--- config.mk ---
export PLATFORM = sky130hd
export DESIGN_NAME = lru_frame_replacer
export DESIGN_NICKNAME = d
export VERILOG_FILES = /design/src/rtl/core/lfr_pkg.sv /design/src/rtl/core/lru_frame_replacer.sv /design/src/rtl/core/lfr_order_list.sv
export SDC_FILE = /design/constraint.sdc
export NUM_CORES = 1
export LEC_CHECK = 0
export BUFFER_PORTS_ARGS = -buffer_cell sky130_fd_sc_hd__buf_2
export CAP_MARGIN = 10
export CORE_ASPECT_RATIO = 1.5
export CORE_MARGIN = 2
export CORE_UTILIZATION = 58
export DETAILED_ROUTE_END_ITERATION = 10
export GPL_TIMING_DRIVEN = 0
export PLACE_DENSITY_LB_ADDON = 0.12
export SLEW_MARGIN = 10
export SYNTH_ARGS = -nofsm -noshare
export SYNTH_HDL_FRONTEND = slang
export SYNTH_SLANG_ARGS = --single-unit
--- constraint.sdc ---
create_clock -name clk -period 4.9 [get_ports clk]
set_clock_uncertainty 0.2 [all_clocks]
set_input_delay 0.98 -clock clk [delete_from_list [all_inputs] [get_ports clk]]
set_output_delay 0.98 -clock clk [all_outputs]
set_load 0.1 [all_outputs]
--- src/rtl/core/lfr_pkg.sv ---
// ----------------------------------------------------------------------------
// lfr_pkg
// Shared types and constants of the LRU frame replacer.
// ----------------------------------------------------------------------------
package lfr_pkg;

	localparam int FRAMES_DEF = 64;
	localparam int FRAME_W    = 6;
	localparam int COUNT_W    = 7;

	typedef enum logic [1:0] {
		OP_VICTIM = 2'd0,
		OP_PIN    = 2'd1,
		OP_UNPIN  = 2'd2
	} op_t;

	// list update request for one step
	typedef struct packed {
		logic push;    // insert key at head
		logic remove;  // drop matching entry, close gap
		logic pop;     // drop tail entry
	} list_ctl_t;

	// lookup results on the current list
	typedef struct packed {
		logic               hit;   // key is in the list
		logic [FRAME_W-1:0] tail;  // oldest entry (valid when list not empty)
	} list_stat_t;

endpackage

--- src/rtl/core/lru_frame_replacer.sv ---
// ----------------------------------------------------------------------------
// lru_frame_replacer
// Least-recently-unpinned frame replacer: victim, pin and unpin commands.
// ----------------------------------------------------------------------------
//
//  channel   | handshake             | payload
//  ----------+-----------------------+-----------------------------------------
//  command   | start / busy (0)      | operation, frame_number
//  result    | done (1-cycle strobe) | found, victim_frame, evictable_count
//
//  One command per cycle, every cycle. busy is held low.
//  A command passes the input register, then the list update and result
//  register, before its result is shown and transferred.
//  The list update is a single pass over the cell row: head insert shifts
//  every cell down, a pin compacts the cells at and after the matching one.
//  Reset clears the entry count; list cells are not reset (cells at or above
//  the count are never looked at).
//  The receiver cannot stall: each result transfer lasts exactly one cycle.
//
module lru_frame_replacer #(
	parameter int FRAMES = lfr_pkg::FRAMES_DEF
) (
	input  logic                        clk,
	input  logic                        arst_n,
	input  logic                        start,
	output logic                        busy,
	input  logic [1:0]                  operation,
	input  logic [lfr_pkg::FRAME_W-1:0] frame_number,
	output logic                        done,
	output logic                        found,
	output logic [lfr_pkg::FRAME_W-1:0] victim_frame,
	output logic [lfr_pkg::COUNT_W-1:0] evictable_count
);
	import lfr_pkg::*;

	localparam int CW = $clog2(FRAMES + 1);

	// stage 1: registered command
	logic               valid_s1;
	op_t                op_s1;
	logic [FRAME_W-1:0] frame_s1;

	// list interface
	list_ctl_t          ctl;
	list_stat_t         stat;
	logic [CW-1:0]      count;
	logic [CW-1:0]      count_next;

	logic               in_range;
	logic               not_full;

	// result register
	logic               done_q;
	logic               found_q;
	logic [FRAME_W-1:0] victim_q;
	logic [COUNT_W-1:0] count_q;

	// every cycle can take a command
	assign busy = 1'b0;

	always_ff @(posedge clk or negedge arst_n) begin
		if (!arst_n) begin
			valid_s1 <= 1'b0;
		end else begin
			valid_s1 <= start && !busy;
		end
	end

	always_ff @(posedge clk) begin
		if (start && !busy) begin
			op_s1    <= op_t'(operation);
			frame_s1 <= frame_number;
		end
	end

	// frames at or above FRAMES are ignored by pin and unpin
	assign in_range = 32'(frame_s1) < FRAMES;
	assign not_full = 32'(count) < FRAMES;

	// decode the command against the current list contents
	always_comb begin
		ctl = '0;
		if (valid_s1) begin
			unique case (op_s1)
				OP_VICTIM: ctl.pop    = count != '0;
				OP_PIN:    ctl.remove = in_range && stat.hit;
				OP_UNPIN:  ctl.push   = in_range && !stat.hit && not_full;
				default:   ctl = '0;  // unused code: no change
			endcase
		end
	end

	lfr_order_list #(
		.FRAMES (FRAMES),
		.CW     (CW)
	) u_list (
		.clk        (clk),
		.arst_n     (arst_n),
		.key        (frame_s1),
		.ctl        (ctl),
		.stat       (stat),
		.count      (count),
		.count_next (count_next)
	);

	always_ff @(posedge clk or negedge arst_n) begin
		if (!arst_n) begin
			done_q <= 1'b0;
		end else begin
			done_q <= valid_s1;
		end
	end

	// result payload: count after the step, tail only on a real eviction
	always_ff @(posedge clk) begin
		if (valid_s1) begin
			found_q  <= ctl.pop;
			victim_q <= ctl.pop ? stat.tail : '0;
			count_q  <= COUNT_W'(count_next);
		end
	end

	assign done            = done_q;
	assign found           = found_q;
	assign victim_frame    = victim_q;
	assign evictable_count = count_q;

endmodule

--- src/rtl/core/lfr_order_list.sv ---
// ----------------------------------------------------------------------------
// lfr_order_list
// Shifting list of frame numbers, newest at cell 0, with a per-cell match.
// ----------------------------------------------------------------------------
module lfr_order_list #(
	parameter int FRAMES = lfr_pkg::FRAMES_DEF,
	parameter int CW     = $clog2(FRAMES + 1)
) (
	input  logic                       clk,
	input  logic                       arst_n,
	input  logic [lfr_pkg::FRAME_W-1:0] key,
	input  lfr_pkg::list_ctl_t         ctl,
	output lfr_pkg::list_stat_t        stat,
	output logic [CW-1:0]              count,
	output logic [CW-1:0]              count_next
);
	import lfr_pkg::*;

	localparam int IW = $clog2(FRAMES);

	logic [FRAME_W-1:0] entry_q [FRAMES];
	logic [CW-1:0]      count_q;
	logic [FRAMES-1:0]  valid;
	logic [FRAMES-1:0]  match;
	logic [FRAMES-1:0]  shift_up;
	logic [IW-1:0]      pos;
	logic [CW-1:0]      tail_cnt;

	// Frames in the list are distinct, so match is one-hot; encode its position.
	always_comb begin
		pos = '0;
		for (int j = 0; j < FRAMES; j++) begin
			if (match[j]) begin
				pos = pos | IW'(j);
			end
		end
	end

	for (genvar g = 0; g < FRAMES; g++) begin : g_cell
		logic [FRAME_W-1:0] from_prev;
		logic [FRAME_W-1:0] from_next;

		if (g == 0) begin : g_head
			assign from_prev = key;
		end else begin : g_mid
			assign from_prev = entry_q[g-1];
		end
		if (g == FRAMES - 1) begin : g_last
			assign from_next = entry_q[g];
		end else begin : g_inner
			assign from_next = entry_q[g+1];
		end

		assign valid[g]    = CW'(g) < count_q;
		assign match[g]    = valid[g] && (entry_q[g] == key);
		assign shift_up[g] = IW'(g) >= pos;

		always_ff @(posedge clk) begin
			if (ctl.push) begin
				entry_q[g] <= from_prev;
			end else if (ctl.remove && shift_up[g]) begin
				entry_q[g] <= from_next;
			end
		end
	end

	assign tail_cnt  = count_q - CW'(1);
	assign stat.hit  = |match;
	assign stat.tail = entry_q[tail_cnt[IW-1:0]];

	always_comb begin
		count_next = count_q;
		if (ctl.push) begin
			count_next = count_q + CW'(1);
		end else if (ctl.remove || ctl.pop) begin
			count_next = count_q - CW'(1);
		end
	end

	always_ff @(posedge clk or negedge arst_n) begin
		if (!arst_n) begin
			count_q <= '0;
		end else begin
			count_q <= count_next;
		end
	end

	assign count = count_q;

endmodule

# ---- Word level (Yosys, flattened, before mapping)
# Memory sizes are Yosys's and may differ from the RTL's. A register that Yosys moved wholly into a read port is not among the register bits.
# Cells that the tools add are included.
dict set report totals {
  reg_bits 25
  mem_bits_rw 384
  in_bits 11
  out_inout_bits 16
  mem_count 1
}
dict set report op_classes {
  n_addsub 2
  order_cmp 129
  eq_ne 66
  n_mux 331
  bitwise 64
  reduce_logical 135
}
# memory depth width read_ports rd_clocked_by_memory_dff wr line_no
set mem_list {}
lappend mem_list {u_list.entry_q 64 6 65 1 64 lfr_order_list.sv:21} ;# logic [FRAME_W-1:0] entry_q [FRAMES];
# operator count
set ops {}
lappend ops {{2-to-1 mux 6 bit} 96}
lappend ops {{equality test 6 bit} 64}
lappend ops {{less-than comparator 6 x 7 -> 1 bit (first input constant)} 32}
lappend ops {{2-to-1 mux 1 bit} 201}
lappend ops {{greater-or-equal comparator 6 bit (first input constant)} 32}
lappend ops {{logical AND 1 bit} 129}
lappend ops {{less-than comparator 5 x 7 -> 1 bit (first input constant)} 16}
lappend ops {{greater-or-equal comparator 5 x 6 -> 1 bit (first input constant)} 16}
lappend ops {{2-to-1 mux 5 bit} 16}
lappend ops {{bitwise OR 1 bit} 64}
lappend ops {{OR reduction 64 bit} 1}
lappend ops {{less-than comparator 4 x 7 -> 1 bit (first input constant)} 8}
lappend ops {{greater-or-equal comparator 4 x 6 -> 1 bit (first input constant)} 8}
lappend ops {{2-to-1 mux 4 bit} 8}
lappend ops {{less-than comparator 3 x 7 -> 1 bit (first input constant)} 4}
lappend ops {{greater-or-equal comparator 3 x 6 -> 1 bit (first input constant)} 4}
lappend ops {{2-to-1 mux 7 bit} 3}
lappend ops {{2-to-1 mux 3 bit} 5}
lappend ops {{less-than comparator 1 x 7 -> 1 bit (first input constant)} 2}
lappend ops {{less-than comparator 2 x 7 -> 1 bit (first input constant)} 2}
lappend ops {{greater-or-equal comparator 1 x 6 -> 1 bit (first input constant)} 2}
lappend ops {{greater-or-equal comparator 2 x 6 -> 1 bit (first input constant)} 2}
lappend ops {{adder 7 x 1 -> 7 bit (second input constant)} 1}
lappend ops {{less-than comparator 7 bit (second input constant)} 1}
lappend ops {{8 further kinds} 10}

# ---- Logic depth before layout (Yosys ltp)
# An unclocked memory read counts as a cell.
dict set report depth {
  word_depth 72
  ltp_mapped 18
  ltp_nobuf 11
}

# ---- Cells and area by module
# Synthesis repeated with hierarchy kept, for this count alone.
dict set report hier_totals {
  cells_unflattened 1977
  hier_area_um2 27309.9
}
# mod n_inst cells_each area_each_um2
set by_module_without_submodules {}
lappend by_module_without_submodules {lfr_order_list 1 1932 26422.8}
lappend by_module_without_submodules {lru_frame_replacer 1 45 887.1}

# ---- Worst setup path after synthesis
# Ideal clock, no wire load.
dict set report synth_path {
  path_type {register to register}
  from {register u_list.count_q[0], in the netlist u_list.count[0]}
  to {register victim_q[0], in the netlist victim_frame[0] (read register of u_list.entry_q) (data pin)}
  setup_ps 255
  t_arrival_ps 4559
  required_time_ps 4445
  slack_ps -113
  path_stages_with_launch 14
  path_buffers 7
  cell_sequence {dfrtp_1 -> buf_2 -> clkbuf_1 -> buf_1 -> buf_1 -> inv_1 -> ha_1 -> clkbuf_1 -> clkbuf_1 -> clkbuf_1 -> mux4_2 -> mux4_2 -> mux4_2 -> and2_1}
}
dict set report synth_via {
  elab_chain_cells 5
  elab_cells_between_ends 6
  cone_classes {add/sub: 1; mux: 3; reduce/logical: 2}
}
# item line_no
set synth_lines {}
lappend synth_lines {{start, declared} lfr_order_list.sv:22} ;# logic [CW-1:0] count_q;
lappend synth_lines {{start signal, assigned} lfr_order_list.sv:84} ;# count_q <= count_next;
lappend synth_lines {{nonzero test 7 bit} lru_frame_replacer.sv:85} ;# OP_VICTIM: ctl.pop = count != '0;
lappend synth_lines {{2-to-1 mux 1 bit} lru_frame_replacer.sv:84} ;# unique case (op_s1)
lappend synth_lines {{2-to-1 mux 1 bit} lru_frame_replacer.sv:83} ;# if (valid_s1) begin
lappend synth_lines {{2-to-1 mux 3 bit} lru_frame_replacer.sv:83}
lappend synth_lines {{zero test 1 bit (no source line)} --}
lappend synth_lines {{end, declared} lru_frame_replacer.sv:55} ;# logic [FRAME_W-1:0] victim_q;
# Several ways; a longest one is shown, not always the timed one. The select of a mux whose other input is x is not followed.
# A chain may end at the register's enable or synchronous reset.

==> qor.yml <==
run_status:
  run_status: "finished, violations left"
  violations: "setup timing"
min_path:
  hp-class: "primary input to async pin"
sta:
  drv_slew: 0
  finalWorstSetupSlack_ps: -59.1
  worst_slew_pin_slew_ps: 1300
  max-slew-margin-rel_pct: 13.6
  max_freq_mhz: 202
  hold_viol: 0
  period_share_pct: 101
  rsz0062_at_grt: "true"
  finalSetupViolCount: 65
  min_period_ps: 4960
detailed_routing:
  firstDrtPassIters: 8
  drcViolationCount: 0
  dr_total_vias: 20028
  postRouteAntennaNets: 0
  routed_wl_um: 109000
  drt-initial-drc-count: 2317
  viasPerCell: 7.46
  avgRoutedWirePerCell_um: 40.5
global_route:
  grt_pass1_vias: 19872
  grt_max_degree: 18
  antenna_found_initial: 5
  global_route.overflow_total: 0
  grt_pass1_wl_um: 151000
  grt_usage_pct: 46.0
place:
  place_area_mm2: 0.0276
  hpwl_um: 80300
  pre_cts_ws_ps: -2630
  port_buffers: 25
  globalplace.congestion: 1.06
  dp.cells: 2558
synth:
  ys_seq_elements: 415
  avgSynthCellArea_um2: 13.7
  yosysSeqAreaShare_pct: 46.7
  synth.net_count: 1954
  ys_types: 72
  synth_warnings: 0
  async_flop_share_pct: 2.17
  ys.flop_type: "edfxtp_1"
  synthCells: 1939
  synth-edff-count: 406
  syn_area_mm2: 0.0266
clock_network:
  clk_latency_ps: 560
  path_clk_slew_ps: 80
  numCtsBuffers: 40
  htreeDepth: 2
  clk_path_buf_depth: 3
  clock-root-buffer: "clkbuf_16"
  cts_sinks: 415
  cts_tree: "yes"
  hold_buffers: 0
cells_and_area:
  instances_no_fill: 2686
  area_delta_synth_final_pct: 15.9
  final_cell_area_mm2: 0.0309
  drive_gt1_share_pct: 44.5
  nNetsFinal: 2084
power_and_ir_drop:
  ir_worst_vdd_mv: 0.380
  powerDensity_mw_per_mm2: 712
  total_power_w: 0.0220
  leakagePower_nw: 10.4
worst_setup_path:
  reg2reg_from: "u_list.count[1]"
  arrival_ps: 5040
  cp_cell_sequence: "buf_2, o21a_2, or3_1, nand3_2, o31ai_1, or3_4, or4_1, buf_2, o21a_1, clkbuf_8, buf_4, a22oi_2, buf_12, mux2_2"
  worst_path_most_repeated_cell: "buf_2"
  cp_slowest_cell: "or4_1"
  critPathMaxFanout: 10
  crit_type: "flop to flop"
  ff2ff_path_depth: 14
  r2r_end: "u_list.entry_q[44][5]"
  critical_path.startpoint: "u_list.count[1]"
  slowest_delay_ps: 520
  worst_ep_required_time_ps: 4980
  reg2reg_setup_slack_ps: -60
  start_kind: "flop"
  end_kind: "flop"
floorplan:
  start_util_pct: 58.5
  die_w_um: 179
  die_h_um: 266
  core_mm2: 0.0455
  ios: 27
  floorplan.die_area_mm2: 0.0477
  row_count: 96
job:
  drv_cap: 0
==> where the power goes <==
group          switching (W)  total, W  internal (W)
Combinational        0.00712    0.0120       0.00485
Clock                0.00136   0.00315       0.00179
Sequential           0.00138   0.00686       0.00548
Total                0.00986    0.0220        0.0121
==> layout make-up <==
cell class / instances / area, um^2
flip-flops and latches: 415 / 12400
inverters: 12 / 50.0
multi-input cells: 1391 / 14500
well taps: 588 / 736
fillers: 3206 / 14700
repair buffers: 102 / 771
clock inverters: 18 / 213
plain buffers: 107 / 1120
diodes: 3 / 7.51
clock buffers: 50 / 1060
==> Yosys cell counts, types with 10 or more instances <==
cell,number,area (um^2)
nor3_1,33,165
nand2_1,78,293
edfxtp_1,406,12200
xnor2_1,263,2300
buf_1,14,52.6
mux2_2,367,4130
a21oi_1,16,80.1
nand2b_1,10,62.6
mux4_2,126,2840
o21ai_0,12,60.1
or2_2,11,68.8
nand4_1,62,388
inv_1,11,41.3
buf_2,35,175
o21ai_1,15,75.1
clkbuf_1,48,180
nor4_1,40,250
buf_4,24,180
o211ai_1,14,105
xor2_1,129,1130
nand3_1,28,140
nor2_1,37,139
and2_1,10,62.6
mux2_1,12,135
==> registers in the layout (all words and copies together), names as in the netlist, 2 cells and up <==
| name | cells |
|---|---|
| u_list.entry_q | 384 |
| evictable_count | 7 |
| u_list.count | 7 |
| frame_s1 | 6 |
| victim_frame | 6 |
| op_s1 | 2 |
==> routing by layer <==
metal	up-vias	track usage [%]	wire length [um]
li1	7792	-	-
met1	9989	52.6	35700
met2	1649	72.2	49800
met3	592	12.8	11800
met4	6	36.0	11400
met5	-	0	59
==> cell families (layout without fill, tap and decap cells) <==
group	count (synthesis)	count (layout)	share of synthesized area, %
xor+xnor	392	392	12.9
flops	415	415	46.7
fa+ha+maj	4	4	0.188
mux	505	505	26.7
other cells	1	4	0.0141
simple gates	355	355	7.32
compound gates	134	134	3.84
buf+inv	133	289	2.38
==> layout by cell type, fill, tap and decap left out, types with 7 or more instances in the layout <==
master     count
mux2_1        12
nor2_4         8
nor3_1        19
nand4_1       62
clkbuf_4       9
mux2_2       367
o21ai_2       15
clkbuf_16     41
mux4_2       126
nand3_1       24
nor3_2         9
buf_4         87
xnor2_1      263
buf_6         14
o21ai_0        8
clkinv_1       8
nor4_1        25
and2_1         9
o21ai_4        7
nor4_2        12
buf_12        26
nand2_1       36
or2_2          9
nor2_1        23
nand2_2       36
edfxtp_1     406
xor2_1       128
clkbuf_1      15
o211ai_1      14
inv_1          9
clkbuf_2      14
a21oi_1        9
buf_2         35
a21oi_4        7
==> metrics by stage <==
| stage | utilization (%) | hold slack [ps] | TNS [ps] |
|---|---|---|---|
| after floorplan | - | 284 | 0 |
| after global placement | 60.4 | 344 | -1758480 |
| after detailed placement | 60.5 | 335 | -1495200 |
| after CTS | 66.6 | 71.7 | -3.11 |
| after global routing | 67.8 | 82.8 | -423 |
| final | 67.8 | 76.7 | -1480 |
==> critical path, delay by kind of cell, from the launching register on <==
kind	cells	cell delay, ps
mux	1	340
flops	1	480
simple gates	4	1590
buf+inv	5	1050
compound gates	4	1020
==> worst max path at each step <==
stage	to	slack, ps	cells past startpoint
6_report	u_list.entry_q[44][5]	-60	14
3_3_place_gp	u_list.entry_q[10][0]	-3870	13
3_5_place_dp	u_list.entry_q[0][2]	-2630	15
4_1_cts	u_list.entry_q[24][3]	-2	17
2_1_floorplan	victim_frame[0]	140	13
5_1_grt	u_list.entry_q[34][2]	-20	15
==> repair_timing <==
item | in CTS | in global routing
cloned | 0 | 0
gates resized for setup | 319 | 79
buffers inserted | 43 | 27
pin swaps | 25 | 14
endpoints found under the setup margin | 782 | 679
Note: power is estimated with default switching activity, not from simulation.
